--- src/hw/rtl/rse_pkg.sv ---
// Package for the RPN stack evaluator: widths, status codes, token characters,
// microcode control word types and the microcode program.
// No dependencies; used by rse_div, rse_seq and rpn_stack_evaluator.
package rse_pkg;

    localparam int STACK_DEPTH_DEF = 64;
    localparam int DATA_W          = 32;
    localparam int TOK_W           = 8;
    localparam int ST_W            = 3;
    localparam int UPC_W           = 5;

    localparam logic [ST_W-1:0] ST_OK      = 3'd0;
    localparam logic [ST_W-1:0] ST_ILLEGAL = 3'd1;
    localparam logic [ST_W-1:0] ST_UNDER   = 3'd2;
    localparam logic [ST_W-1:0] ST_OVER    = 3'd3;
    localparam logic [ST_W-1:0] ST_DIVZERO = 3'd4;
    localparam logic [ST_W-1:0] ST_IGNORED = 3'd5;

    localparam logic [TOK_W-1:0] CH_ZERO  = 8'h30;
    localparam logic [TOK_W-1:0] CH_NINE  = 8'h39;
    localparam logic [TOK_W-1:0] CH_STAR  = 8'h2A;
    localparam logic [TOK_W-1:0] CH_SLASH = 8'h2F;
    localparam logic [TOK_W-1:0] CH_PLUS  = 8'h2B;
    localparam logic [TOK_W-1:0] CH_MINUS = 8'h2D;

    typedef enum logic [3:0] {
        C_NEVER,
        C_ALWAYS,
        C_NOREQ,
        C_FINISH,
        C_ABORT,
        C_DIGIT,
        C_ARITH,
        C_DIV,
        C_DIVBUSY,
        C_OUTFREE
    } cond_t;

    typedef enum logic [3:0] {
        A_NONE,
        A_ACCEPT,
        A_ILLEGAL,
        A_FINISH,
        A_IGNORE,
        A_DIGIT,
        A_POP,
        A_LOAD,
        A_ALU,
        A_PUSH,
        A_EMIT,
        A_DIVGO,
        A_DIVTAKE
    } act_t;

    typedef struct packed {
        cond_t            cond;
        logic [UPC_W-1:0] target;
        act_t             act;
    } ctl_t;

    typedef struct packed {
        logic noreq;
        logic finish;
        logic aborted;
        logic digit;
        logic arith;
        logic div;
        logic div_busy;
        logic out_free;
    } flags_t;

    localparam logic [UPC_W-1:0] U_WAIT = 5'd0;
    localparam logic [UPC_W-1:0] U_ILL  = 5'd5;
    localparam logic [UPC_W-1:0] U_FIN  = 5'd6;
    localparam logic [UPC_W-1:0] U_IGN  = 5'd7;
    localparam logic [UPC_W-1:0] U_DIG  = 5'd8;
    localparam logic [UPC_W-1:0] U_OPR  = 5'd9;
    localparam logic [UPC_W-1:0] U_PSH  = 5'd12;
    localparam logic [UPC_W-1:0] U_EMIT = 5'd13;
    localparam logic [UPC_W-1:0] U_DGO  = 5'd15;
    localparam logic [UPC_W-1:0] U_DWT  = 5'd16;

    function automatic ctl_t ucode_rom(input logic [UPC_W-1:0] addr);
        ctl_t w;
        unique case (addr)
            5'd0:    w = '{cond: C_NOREQ,   target: U_WAIT, act: A_ACCEPT};
            5'd1:    w = '{cond: C_FINISH,  target: U_FIN,  act: A_NONE};
            5'd2:    w = '{cond: C_ABORT,   target: U_IGN,  act: A_NONE};
            5'd3:    w = '{cond: C_DIGIT,   target: U_DIG,  act: A_NONE};
            5'd4:    w = '{cond: C_ARITH,   target: U_OPR,  act: A_NONE};
            5'd5:    w = '{cond: C_ALWAYS,  target: U_EMIT, act: A_ILLEGAL};
            5'd6:    w = '{cond: C_ALWAYS,  target: U_EMIT, act: A_FINISH};
            5'd7:    w = '{cond: C_ALWAYS,  target: U_EMIT, act: A_IGNORE};
            5'd8:    w = '{cond: C_ALWAYS,  target: U_EMIT, act: A_DIGIT};
            5'd9:    w = '{cond: C_NEVER,   target: U_WAIT, act: A_POP};
            5'd10:   w = '{cond: C_DIV,     target: U_DGO,  act: A_LOAD};
            5'd11:   w = '{cond: C_NEVER,   target: U_WAIT, act: A_ALU};
            5'd12:   w = '{cond: C_NEVER,   target: U_WAIT, act: A_PUSH};
            5'd13:   w = '{cond: C_OUTFREE, target: U_WAIT, act: A_EMIT};
            5'd14:   w = '{cond: C_ALWAYS,  target: U_EMIT, act: A_NONE};
            5'd15:   w = '{cond: C_NEVER,   target: U_WAIT, act: A_DIVGO};
            5'd16:   w = '{cond: C_DIVBUSY, target: U_DWT,  act: A_NONE};
            5'd17:   w = '{cond: C_ALWAYS,  target: U_PSH,  act: A_DIVTAKE};
            default: w = '{cond: C_ALWAYS,  target: U_WAIT, act: A_NONE};
        endcase
        return w;
    endfunction

endpackage

--- src/hw/rtl/rse_ram.sv ---
// Generic single-port-write, single-port-read RAM with registered read data.
// No dependencies; holds the operand stack.
module rse_ram #(
    parameter int WIDTH = 32,
    parameter int DEPTH = 64
) (
    input  logic                     clk,
    input  logic                     we,
    input  logic [$clog2(DEPTH)-1:0] waddr,
    input  logic [WIDTH-1:0]         wdata,
    input  logic [$clog2(DEPTH)-1:0] raddr,
    output logic [WIDTH-1:0]         rdata
);

    logic [WIDTH-1:0] mem [DEPTH];
    logic [WIDTH-1:0] rdata_reg;

    always_ff @(posedge clk)
    begin
        if (we)
        begin
            mem[waddr] <= wdata;
        end
        rdata_reg <= mem[raddr];
    end

    assign rdata = rdata_reg;

endmodule

--- src/hw/rtl/rse_div.sv ---
// Iterative signed divider, one quotient bit per cycle, truncating toward zero.
// Depends on rse_pkg for the data width.
module rse_div
    import rse_pkg::*;
(
    input  logic              clk,
    input  logic              rst_n,
    input  logic              start,
    input  logic [DATA_W-1:0] dividend,
    input  logic [DATA_W-1:0] divisor,
    output logic              busy,
    output logic [DATA_W-1:0] quotient
);

    localparam int CNT_W = $clog2(DATA_W + 1);

    logic [CNT_W-1:0]  cnt_reg, cnt_next;
    logic [DATA_W-1:0] rem_reg, rem_next;
    logic [DATA_W-1:0] quo_reg, quo_next;
    logic [DATA_W-1:0] mb_reg, mb_next;
    logic              neg_reg, neg_next;
    logic [DATA_W:0]   rem_sh;
    logic [DATA_W:0]   diff;

    assign rem_sh = {rem_reg, quo_reg[DATA_W-1]};
    assign diff   = rem_sh - {1'b0, mb_reg};

    always_comb
    begin
        cnt_next = cnt_reg;
        rem_next = rem_reg;
        quo_next = quo_reg;
        mb_next  = mb_reg;
        neg_next = neg_reg;
        if (start)
        begin
            neg_next = dividend[DATA_W-1] ^ divisor[DATA_W-1];
            quo_next = dividend[DATA_W-1] ? (~dividend + 1'b1) : dividend;
            mb_next  = divisor[DATA_W-1] ? (~divisor + 1'b1) : divisor;
            rem_next = '0;
            cnt_next = CNT_W'(DATA_W);
        end
        else if (cnt_reg != '0)
        begin
            if (!diff[DATA_W])
            begin
                rem_next = diff[DATA_W-1:0];
                quo_next = {quo_reg[DATA_W-2:0], 1'b1};
            end
            else
            begin
                rem_next = rem_sh[DATA_W-1:0];
                quo_next = {quo_reg[DATA_W-2:0], 1'b0};
            end
            cnt_next = cnt_reg - 1'b1;
        end
    end

    always_ff @(posedge clk or negedge rst_n)
    begin
        if (!rst_n)
        begin
            cnt_reg <= '0;
        end
        else
        begin
            cnt_reg <= cnt_next;
        end
    end

    always_ff @(posedge clk)
    begin
        rem_reg <= rem_next;
        quo_reg <= quo_next;
        mb_reg  <= mb_next;
        neg_reg <= neg_next;
    end

    assign busy     = (cnt_reg != '0);
    assign quotient = neg_reg ? (~quo_reg + 1'b1) : quo_reg;

endmodule

--- src/hw/rtl/rse_seq.sv ---
// Microcode sequencer: step counter, program table lookup, conditional jumps.
// Depends on rse_pkg for the control word, flags and program.
module rse_seq
    import rse_pkg::*;
(
    input  logic   clk,
    input  logic   rst_n,
    input  flags_t flags,
    output ctl_t   ctl
);

    logic [UPC_W-1:0] upc_reg, upc_next;
    logic             take;

    assign ctl = ucode_rom(upc_reg);

    always_comb
    begin
        unique case (ctl.cond)
            C_NEVER:   take = 1'b0;
            C_ALWAYS:  take = 1'b1;
            C_NOREQ:   take = flags.noreq;
            C_FINISH:  take = flags.finish;
            C_ABORT:   take = flags.aborted;
            C_DIGIT:   take = flags.digit;
            C_ARITH:   take = flags.arith;
            C_DIV:     take = flags.div;
            C_DIVBUSY: take = flags.div_busy;
            C_OUTFREE: take = flags.out_free;
            default:   take = 1'b1;
        endcase
        upc_next = take ? ctl.target : (upc_reg + 1'b1);
    end

    always_ff @(posedge clk or negedge rst_n)
    begin
        if (!rst_n)
        begin
            upc_reg <= U_WAIT;
        end
        else
        begin
            upc_reg <= upc_next;
        end
    end

endmodule

--- src/hw/rtl/rpn_stack_evaluator.sv ---
// Top level of the RPN stack evaluator: datapath, stack RAM, divider, sequencer.
// Depends on rse_pkg, rse_ram, rse_div and rse_seq.
//
//   channel  direction  handshake          payload
//   in       sink       in_valid/in_stall  mode, token
//   out      source     out_valid/out_stall value, status, done_res
//
// One request at a time: a token is taken only in the wait word, then decoded and handled
// as finish, ignore, digit, illegal, or pop, load, ALU or divide, push; each ends in emit.
// Each step is one microcode word; the output register holds a result while the
// next request is taken. A stalled output holds the sequencer only when a second result is ready.
// Reset empties the stack and clears the abort flag; stack contents are not cleared.
module rpn_stack_evaluator
    import rse_pkg::*;
#(
    parameter int STACK_DEPTH = STACK_DEPTH_DEF
) (
    input  logic                     clk,
    input  logic                     rst_n,
    input  logic                     in_valid,
    output logic                     in_stall,
    input  logic                     mode,
    input  logic [TOK_W-1:0]         token,
    output logic                     out_valid,
    input  logic                     out_stall,
    output logic signed [DATA_W-1:0] value,
    output logic [ST_W-1:0]          status,
    output logic                     done_res
);

    localparam int LVL_W  = $clog2(STACK_DEPTH + 1);
    localparam int ADDR_W = $clog2(STACK_DEPTH);

    ctl_t   ctl;
    flags_t flags;

    logic              mode_reg, mode_next;
    logic [TOK_W-1:0]  tok_reg, tok_next;
    logic              aborted_reg, aborted_next;
    logic [LVL_W-1:0]  level_reg, level_next;
    logic [DATA_W-1:0] top_reg, top_next;
    logic [DATA_W-1:0] lhs_reg, lhs_next;
    logic [DATA_W-1:0] rhs_reg, rhs_next;
    logic [DATA_W-1:0] res_reg, res_next;
    logic              lhs_ok_reg, lhs_ok_next;
    logic              under_reg, under_next;
    logic              dz_reg, dz_next;
    logic [DATA_W-1:0] rv_reg, rv_next;
    logic [ST_W-1:0]   rs_reg, rs_next;
    logic              rd_reg, rd_next;
    logic              out_valid_reg, out_valid_next;
    logic [DATA_W-1:0] out_value_reg;
    logic [ST_W-1:0]   out_status_reg;
    logic              out_done_reg;

    logic              ram_we;
    logic [ADDR_W-1:0] ram_waddr;
    logic [DATA_W-1:0] ram_wdata;
    logic [ADDR_W-1:0] ram_raddr;
    logic [DATA_W-1:0] ram_rdata;
    logic [LVL_W-1:0]  lvl_m2;
    logic              full;
    logic              out_free;
    logic              is_digit;
    logic              is_div;
    logic [TOK_W-1:0]  tok_digit;
    logic [DATA_W-1:0] prod;
    logic [DATA_W-1:0] alu_out;
    logic              div_busy;
    logic [DATA_W-1:0] div_q;

    assign lvl_m2    = level_reg - LVL_W'(2);
    assign full      = (level_reg >= LVL_W'(STACK_DEPTH));
    assign out_free  = !out_valid_reg || !out_stall;
    assign is_digit  = (tok_reg >= CH_ZERO) && (tok_reg <= CH_NINE);
    assign is_div    = (tok_reg == CH_SLASH);
    assign tok_digit = tok_reg - CH_ZERO;
    assign prod      = lhs_reg * rhs_reg;
    assign in_stall  = (ctl.act != A_ACCEPT);

    always_comb
    begin
        flags.noreq    = !in_valid;
        flags.finish   = mode_reg;
        flags.aborted  = aborted_reg;
        flags.digit    = is_digit;
        flags.arith    = (tok_reg == CH_PLUS) || (tok_reg == CH_MINUS)
                         || (tok_reg == CH_STAR) || is_div;
        flags.div      = is_div;
        flags.div_busy = div_busy;
        flags.out_free = out_free;
    end

    always_comb
    begin
        unique case (tok_reg)
            CH_PLUS:  alu_out = lhs_reg + rhs_reg;
            CH_MINUS: alu_out = lhs_reg - rhs_reg;
            CH_STAR:  alu_out = prod;
            default:  alu_out = lhs_reg + rhs_reg;
        endcase
    end

    always_comb
    begin
        mode_next      = mode_reg;
        tok_next       = tok_reg;
        aborted_next   = aborted_reg;
        level_next     = level_reg;
        top_next       = top_reg;
        lhs_next       = lhs_reg;
        rhs_next       = rhs_reg;
        res_next       = res_reg;
        lhs_ok_next    = lhs_ok_reg;
        under_next     = under_reg;
        dz_next        = dz_reg;
        rv_next        = rv_reg;
        rs_next        = rs_reg;
        rd_next        = rd_reg;
        ram_we         = 1'b0;
        ram_waddr      = level_reg[ADDR_W-1:0];
        ram_wdata      = res_reg;
        ram_raddr      = lvl_m2[ADDR_W-1:0];
        unique case (ctl.act)
            A_ACCEPT:
            begin
                if (in_valid)
                begin
                    mode_next = mode;
                    tok_next  = token;
                end
            end
            A_ILLEGAL:
            begin
                aborted_next = 1'b1;
                rv_next      = top_reg;
                rs_next      = ST_ILLEGAL;
                rd_next      = 1'b0;
            end
            A_FINISH:
            begin
                rv_next      = top_reg;
                if (aborted_reg)
                begin
                    rs_next = ST_ILLEGAL;
                end
                else if (level_reg == '0)
                begin
                    rs_next = ST_UNDER;
                end
                else
                begin
                    rs_next = ST_OK;
                end
                rd_next      = 1'b1;
                level_next   = '0;
                top_next     = '0;
                aborted_next = 1'b0;
            end
            A_IGNORE:
            begin
                rv_next = top_reg;
                rs_next = ST_IGNORED;
                rd_next = 1'b0;
            end
            A_DIGIT:
            begin
                rd_next = 1'b0;
                if (full)
                begin
                    rv_next = top_reg;
                    rs_next = ST_OVER;
                end
                else
                begin
                    ram_we     = 1'b1;
                    ram_wdata  = {{(DATA_W-TOK_W){1'b0}}, tok_digit};
                    level_next = level_reg + LVL_W'(1);
                    top_next   = ram_wdata;
                    rv_next    = ram_wdata;
                    rs_next    = ST_OK;
                end
            end
            A_POP:
            begin
                rhs_next    = (level_reg != '0) ? top_reg : '0;
                lhs_ok_next = (level_reg >= LVL_W'(2));
                under_next  = (level_reg < LVL_W'(2));
                level_next  = (level_reg >= LVL_W'(2)) ? lvl_m2 : '0;
            end
            A_LOAD:
            begin
                lhs_next = lhs_ok_reg ? ram_rdata : '0;
                dz_next  = (rhs_reg == '0);
            end
            A_ALU:
            begin
                res_next = alu_out;
            end
            A_DIVTAKE:
            begin
                res_next = dz_reg ? '0 : div_q;
            end
            A_PUSH:
            begin
                rd_next = 1'b0;
                rs_next = ST_OK;
                if (full)
                begin
                    rs_next = ST_OVER;
                    rv_next = top_reg;
                end
                else
                begin
                    ram_we     = 1'b1;
                    level_next = level_reg + LVL_W'(1);
                    top_next   = res_reg;
                    rv_next    = res_reg;
                end
                if (is_div && dz_reg)
                begin
                    rs_next = ST_DIVZERO;
                end
                if (under_reg)
                begin
                    rs_next = ST_UNDER;
                end
            end
            default:
            begin
            end
        endcase
    end

    always_comb
    begin
        out_valid_next = out_valid_reg;
        if ((ctl.act == A_EMIT) && out_free)
        begin
            out_valid_next = 1'b1;
        end
        else if (out_valid_reg && !out_stall)
        begin
            out_valid_next = 1'b0;
        end
    end

    always_ff @(posedge clk or negedge rst_n)
    begin
        if (!rst_n)
        begin
            aborted_reg   <= 1'b0;
            level_reg     <= '0;
            top_reg       <= '0;
            out_valid_reg <= 1'b0;
        end
        else
        begin
            aborted_reg   <= aborted_next;
            level_reg     <= level_next;
            top_reg       <= top_next;
            out_valid_reg <= out_valid_next;
        end
    end

    always_ff @(posedge clk)
    begin
        mode_reg   <= mode_next;
        tok_reg    <= tok_next;
        lhs_reg    <= lhs_next;
        rhs_reg    <= rhs_next;
        res_reg    <= res_next;
        lhs_ok_reg <= lhs_ok_next;
        under_reg  <= under_next;
        dz_reg     <= dz_next;
        rv_reg     <= rv_next;
        rs_reg     <= rs_next;
        rd_reg     <= rd_next;
        if ((ctl.act == A_EMIT) && out_free)
        begin
            out_value_reg  <= rv_reg;
            out_status_reg <= rs_reg;
            out_done_reg   <= rd_reg;
        end
    end

    assign out_valid = out_valid_reg;
    assign value     = out_value_reg;
    assign status    = out_status_reg;
    assign done_res  = out_done_reg;

    rse_ram #(
        .WIDTH (DATA_W),
        .DEPTH (STACK_DEPTH)
    ) u_stack (
        .clk   (clk),
        .we    (ram_we),
        .waddr (ram_waddr),
        .wdata (ram_wdata),
        .raddr (ram_raddr),
        .rdata (ram_rdata)
    );

    rse_div u_div (
        .clk      (clk),
        .rst_n    (rst_n),
        .start    (ctl.act == A_DIVGO),
        .dividend (lhs_reg),
        .divisor  (rhs_reg),
        .busy     (div_busy),
        .quotient (div_q)
    );

    rse_seq u_seq (
        .clk   (clk),
        .rst_n (rst_n),
        .flags (flags),
        .ctl   (ctl)
    );

    a_level_bound: assert property (@(posedge clk) disable iff (!rst_n)
        level_reg <= LVL_W'(STACK_DEPTH))
        else $error("stack level beyond depth");

    a_empty_top: assert property (@(posedge clk) disable iff (!rst_n)
        ((ctl.act == A_ACCEPT) && (level_reg == '0)) |-> (top_reg == '0))
        else $error("empty stack with nonzero top");

    a_one_request: assert property (@(posedge clk) disable iff (!rst_n)
        (in_valid && !in_stall) |=> in_stall)
        else $error("second request taken before first finished");

    a_finish_status: assert property (@(posedge clk) disable iff (!rst_n)
        (out_valid && done_res) |->
        ((status == ST_OK) || (status == ST_ILLEGAL) || (status == ST_UNDER)))
        else $error("bad status on finish result");

endmodule
--- config.mk ---
export PLATFORM = sky130hd
export DESIGN_NAME = rpn_stack_evaluator
export DESIGN_NICKNAME = d
export VERILOG_FILES = /design/src/hw/rtl/rse_pkg.sv /design/src/hw/rtl/rse_ram.sv /design/src/hw/rtl/rse_div.sv /design/src/hw/rtl/rse_seq.sv /design/src/hw/rtl/rpn_stack_evaluator.sv
export SDC_FILE = /design/constraint.sdc
export NUM_CORES = 2
export LEC_CHECK = 0
export ABC_AREA = 0
export ABC_CLOCK_PERIOD_IN_PS = 10200
export BUFFER_PORTS_ARGS = -buffer_cell sky130_fd_sc_hd__buf_2
export CAP_MARGIN = 40
export CORE_MARGIN = 2
export CORE_UTILIZATION = 50
export CTS_BUF_LIST = sky130_fd_sc_hd__clkbuf_4 sky130_fd_sc_hd__clkbuf_8
export DETAILED_ROUTE_END_ITERATION = 8
export PLACE_DENSITY = 0.74
export SETUP_SLACK_MARGIN = 0.05
export SKIP_LAST_GASP = 1
export SYNTH_ARGS = -nofsm -noshare
export SYNTH_HDL_FRONTEND = slang
export SYNTH_HIERARCHICAL = 1
export SYNTH_SLANG_ARGS = --single-unit
export TNS_END_PERCENT = 50
--- constraint.sdc ---
create_clock -name clk -period 10.2 [get_ports clk]
set_clock_uncertainty 0.1 [all_clocks]
set_input_delay 1.53 -clock clk [delete_from_list [all_inputs] [get_ports clk]]
set_output_delay 1.53 -clock clk [all_outputs]
set_load 0.02 [all_outputs]
# Word-level counts from Yosys, hierarchy flattened
# Memories as Yosys holds them, arrays and structs flattened. A register that Yosys moved wholly into a read port is not among the register bits.
# Cells that the tools add are included.
# word_totals
in_bits,13
n_memories,2
output_inout_bits,38
elab_cells,141
ff_bits,329
ram_bits,2048
rom_bits,416
# memory_table
name,depth,word_bits,rd,rd_ports_with_merged_regs,wr,line_no,text
u_stack.mem,64,32,1,1,1,rse_ram.sv:15,logic [WIDTH-1:0] mem [DEPTH];
(name not given),32,13,1,0,0,rse_pkg.sv:85,unique case (addr)
# classes
n_addsub,11
n_reduce_logical,30
n_bitwise,4
n_mux,37
n_mul,1
order_cmp,5
eq_ne,26
# op_table
operator,count
two-way mux 32 bit,10
one-hot mux 32 bit (3 select lines),2
one-hot mux 32 bit (2 select lines),2
"adder 32 x 1 -> 32 bit, second input constant",3
NOT 32 bit,3
subtractor 33 x 32 -> 33 bit,1
adder 32 bit,1
"== test 4 x 3 -> 1 bit, second input constant",8
"== test 8 x 6 -> 1 bit, second input constant",4
zero test 32 bit,1
multiplier 32 x 32 -> 32 bit,1
subtractor 32 bit,1
two-way mux 31 bit,1
"== test 4 bit, second input constant",7
one-hot mux 7 bit (3 select lines),1
"== test 4 x 2 -> 1 bit, second input constant",4
one-hot mux 3 bit (5 select lines),1
two-way mux 7 bit,2
two-way mux 6 bit,2
nonzero test 2 bit,5
one-hot mux 1 bit (9 select lines),1
nonzero test 3 bit,3
"greater-or-equal comparator 8 x 6 -> 1 bit, second input constant",1
"less-or-equal comparator 8 x 6 -> 1 bit, second input constant",1
29 further kinds,48

# Longest topological paths before layout
# logic_depth
ltp_word,6
depth_mapped,29
ltp_nobuf,27

# Hierarchy
# Netlist, hierarchy kept.
# by_module_without_submodules
mod,area_each_um2,seq_area_each_um2,instances,cells_per_inst
rse_ram,78515.3,62139.6,1,3324
rpn_stack_evaluator,27395.0,6431.2,1,2829
rse_div,7702.4,2742.6,1,868
rse_seq,798.3,125.1,1,92

# Worst setup path before layout
# Ideal clock, no wire load.
# synth_path
path_kind,reg-to-reg
from,register rhs_reg[6]
to,"register res_reg[31], data pin"
path_slack_ns,2.788
stages_incl_launch_ff,28
n_path_buf,2
synth_period_minus_slack_ns,7.412
t_required_ns,9.832
arrival_ns,7.045
cell_sequence,edfxtp_1 -> clkbuf_1 -> clkbuf_1 -> and2_1 -> fa_1 -> fa_1 -> fa_1 -> inv_1 -> fa_1 -> inv_1 -> fa_1 -> inv_1 -> fa_1 -> inv_1 -> fa_1 -> inv_1 -> fa_1 -> inv_1 -> ha_1 -> a21o_1 -> a21o_1 -> a21oi_1 -> o21ai_0 -> nor3_1 -> o21ai_0 -> and3_1 -> o21ai_1 -> o211ai_2
# synth_via
elab_chain_len,3
elab_cells_between_ends,5
classes_between,add/sub: 2; mul: 1; mux: 2
# synth_rtl
element,line_no,text
from (decl),rpn_stack_evaluator.sv:43,"logic [DATA_W-1:0] rhs_reg, rhs_next;"
from (signal assigned),rpn_stack_evaluator.sv:271,rhs_reg <= rhs_next;
"multiplier 32 x 32 -> 32 bit, or another cell as far along",rpn_stack_evaluator.sv:78,assign prod = lhs_reg * rhs_reg;
one-hot mux 32 bit (2 select lines) *,rpn_stack_evaluator.sv:96,unique case (tok_reg)
one-hot mux 32 bit (2 select lines) *,rpn_stack_evaluator.sv:124,unique case (ctl.act)
via res_next[31],rpn_stack_evaluator.sv:44,"logic [DATA_W-1:0] res_reg, res_next;"
to (signal assigned),rpn_stack_evaluator.sv:272,res_reg <= res_next;
to (decl),rpn_stack_evaluator.sv:44,
# The timed path passes the listed nets; every way through them passes the cells marked *.
# A chain may end at the register's enable or synchronous reset.

# Worst setup path after layout
# Same ends and word-level chain as after synthesis.

==> summary.txt <==
Status
  – Run status: completed

Clock tree
  – CTS buffer count: 386
  – Clock-pin slew on the worst setup and hold paths: roughly 0.07 ns
  – CTS H-tree depth: 5
  – Count of hold-fix buffers inserted at cts: 0
  – Post-cts sizing count: 0
  – CTS max path bufs: 4
  – Clock latency on the worst-skew pair: 1.09 ns
  – Root Buffer Master: sky130_fd_sc_hd__clkbuf_8
  – Number of buffers inserted by post-CTS setup repair: 0
  – TritonCTS Sinks: 2409
  – CTS tree: done

Global routing
  – Leftover overflow at the end of global routing: 0
  – Wire length of the first global-routing pass: ~450000 um
  – Number of global-route vias before repair: 68220
  – Overall Global Routing Usage: 26.39%
  – Number of antenna violations at the first check in global routing: 15
  – Pin count of the biggest net entering global routing: 137

Critical path
  – R2R setup slack: 1.91 ns
  – Highest fanout seen on the critical path: 19
  – Arrival time worst endpoint: 8.98 ns
  – Bufs and invs on worst path: 7
  – Crit path kind: reg -> reg
  – Critical path's largest stage delay: 0.87 ns
  – R2R Path Start: rhs_reg[6]$_SDFFCE_PN0P_
  – CP Capture Type: flip-flop
  – Worst setup path start: rhs_reg[6]$_SDFFCE_PN0P_
  – Top cell family by delay on the critical path: adder cells
  – Worst Reg2Reg Path Length in Cells: 26
  – Worst path slowest cell: sky130_fd_sc_hd__edfxtp_1
  – Required time of the critical path: 10.89 ns
  – Reg-to-Reg End: res_reg[31]$_DFFE_PP_
  – Top cell by count, worst path: sky130_fd_sc_hd__fa_1
  – Worst Setup Start Kind: flip-flop

Floorplan
  – Width of the die: around 480 um
  – Area of the die: 232600 sq um
  – Number of top-level pins: 51
  – Effective utilization at floorplan: roughly 50%
  – Die Y-Extent: between 400 and 500 um
  – CORE AREA: 227500 sq um
  – Site row count: around 180

Timing
  – Max_slew headroom: 32.57%
  – Final Cycle Share: ~81%
  – Fin crit period: ~8.3 ns
  – Total count of max-transition violations in the final report: 0
  – Unrepaired setup endpoints after global routing: no
  – Count of endpoints failing setup in the final report: 0
  – Highest clock frequency the design can meet: 120.6 MHz
  – Final hold violation count: 0
  – Slew of the pin with the lowest slew margin: 1.012 ns
  – Aggregate negative setup slack: 0 ns

Routing
  – Post-detailed-route wirelength per cell: 28.51 um
  – Number of vias per cell after detailed routing: 6.158
  – Total via count in the routed design: 65930
  – Drt first pass iters: 6
  – Number of design rule violations left after detail routing: 0
  – WL final: 305200 um
  – Final ANT Viol Nets: 0
  – Initial DRC count: between 8000 and 9000

Min path
  – Hold Path Stages: 0
  – Worst Hold Endpoint: value[25]$_DFFE_PP_
  – Launch point of the worst hold path: rv_reg[25]$_DFFE_PP_
  – Hold Crit Class: reg -> reg

Logic synthesis
  – Number of warnings reported in the yosys synthesis log: 6
  – Total nets after synthesis: about 7700
  – Cell area after synthesis: 114400 sq um
  – Number of cells produced by synthesis: 7110
  – Synthesized area divided by synthesized cell count: 16.09 sq um

Placed design
  – GPL Wtd Cong: 0.9815
  – Final HPWL DP: 188400 um
  – Count of input and output buffers: 50

Cells and area
  – Largest register by flop count: u_stack/mem
  – Signed area change from the synthesized netlist to the final layout: 11.14%
  – Final-stage net count: ~8000
  – Largest register FFs: 2048
  – Fraction of final layout cells with drive strength greater than 1: 20.77%

Run
  – Max-cap check violation count: 0
## per-stage QoR
stage               worst slack [ns]  area, sq um  hold slack, ns  utilization, %  std cells
floorplan                      2.788       114400          0.3003               -       7110
global placement               1.963       119000          0.3035           52.29       9990
detailed placement             1.949       119500          0.3045           52.51      10020
CTS                            1.936       127100          0.2271           55.86      10700
global route                   1.538       127100          0.2396           55.88      10700
finish                         1.906       127100          0.2329           55.88      10710
## area by class of cell
class | instances | area [sq um]
Clock buffer | 534 | 6549
Antenna cell | 6 | 15.01
Inverter | 528 | 1997
Multi-Input combinational cell | 3791 | 39920
Sequential cell | 2409 | 71440
Fill cell | 17110 | 100400
Tap cell | 3009 | 3765
Clock inverter | 142 | 1071
Timing Repair Buffer | 288 | 2371
## worst reg2reg max path, stage by stage (launching register included)
cell and delay [ns]:
sky130_fd_sc_hd__edfxtp_1 0.87, sky130_fd_sc_hd__buf_4 0.37, sky130_fd_sc_hd__and2_1 0.19, sky130_fd_sc_hd__fa_1 0.45, sky130_fd_sc_hd__fa_1 0.49, sky130_fd_sc_hd__fa_1 0.53, sky130_fd_sc_hd__inv_1 0.06, sky130_fd_sc_hd__fa_1 0.53
sky130_fd_sc_hd__inv_1 0.06, sky130_fd_sc_hd__fa_1 0.50, sky130_fd_sc_hd__inv_1 0.05, sky130_fd_sc_hd__fa_1 0.48, sky130_fd_sc_hd__inv_1 0.06, sky130_fd_sc_hd__fa_1 0.54, sky130_fd_sc_hd__inv_1 0.06, sky130_fd_sc_hd__fa_1 0.53
sky130_fd_sc_hd__inv_1 0.04, sky130_fd_sc_hd__ha_1 0.35, sky130_fd_sc_hd__a21o_1 0.22, sky130_fd_sc_hd__a21o_1 0.17, sky130_fd_sc_hd__a21oi_1 0.17, sky130_fd_sc_hd__o21ai_0 0.19, sky130_fd_sc_hd__nor3_1 0.32, sky130_fd_sc_hd__o21ai_0 0.19
sky130_fd_sc_hd__and3_1 0.21, sky130_fd_sc_hd__o21ai_1 0.18, sky130_fd_sc_hd__o211ai_2 0.11
## cell usage in the layout (no fill, tap or decap), types with 20 or more instances in the layout
master / instances
sky130_fd_sc_hd__nand2b_1: 37
sky130_fd_sc_hd__a22o_1: 53
sky130_fd_sc_hd__xor2_1: 90
sky130_fd_sc_hd__fa_1: 410
sky130_fd_sc_hd__buf_4: 205
sky130_fd_sc_hd__clkbuf_4: 128
sky130_fd_sc_hd__o21ai_0: 90
sky130_fd_sc_hd__buf_2: 55
sky130_fd_sc_hd__nand2_1: 410
sky130_fd_sc_hd__nor2b_1: 32
sky130_fd_sc_hd__clkinv_2: 38
sky130_fd_sc_hd__a21o_1: 29
sky130_fd_sc_hd__nand3_1: 37
sky130_fd_sc_hd__and2_2: 24
sky130_fd_sc_hd__a22oi_1: 23
sky130_fd_sc_hd__inv_1: 522
sky130_fd_sc_hd__o221ai_1: 28
sky130_fd_sc_hd__o21ai_1: 22
sky130_fd_sc_hd__dfxtp_1: 64
sky130_fd_sc_hd__nor2_4: 68
sky130_fd_sc_hd__nor3_1: 51
sky130_fd_sc_hd__and2_1: 379
sky130_fd_sc_hd__nor2_1: 238
sky130_fd_sc_hd__o31ai_1: 32
sky130_fd_sc_hd__o22ai_1: 91
sky130_fd_sc_hd__or3_1: 20
sky130_fd_sc_hd__mux2i_1: 127
sky130_fd_sc_hd__dfrtp_1: 51
sky130_fd_sc_hd__clkinv_1: 74
sky130_fd_sc_hd__ha_1: 206
sky130_fd_sc_hd__mux4_2: 544
sky130_fd_sc_hd__a211oi_1: 47
sky130_fd_sc_hd__xnor2_1: 173
sky130_fd_sc_hd__edfxtp_1: 2293
sky130_fd_sc_hd__a21oi_1: 232
sky130_fd_sc_hd__clkbuf_8: 406
## metal layers
layer | wire (um) | up-vias | global-route usage (%)
met5 | 13 | - | 0
met4 | 14470 | 2 | 11.83
met3 | 33270 | 733 | 6.252
met2 | 145100 | 3883 | 42.12
met1 | 112400 | 34010 | 34.63
li1 | - | 27310 | -
## worst max path at each step
stage,to,cells past startpoint
after global placement,res_reg[31]$_DFFE_PP_,26
after CTS,res_reg[31]$_DFFE_PP_,24
after floorplan,res_reg[31]$_DFFE_PP_,27
final,res_reg[31]$_DFFE_PP_,26
after detailed placement,res_reg[31]$_DFFE_PP_,24
after global routing,res_reg[31]$_DFFE_PP_,24
Power is not shown: default switching activity piles up to over one toggle a cycle in this logic, so the estimate is an artifact.
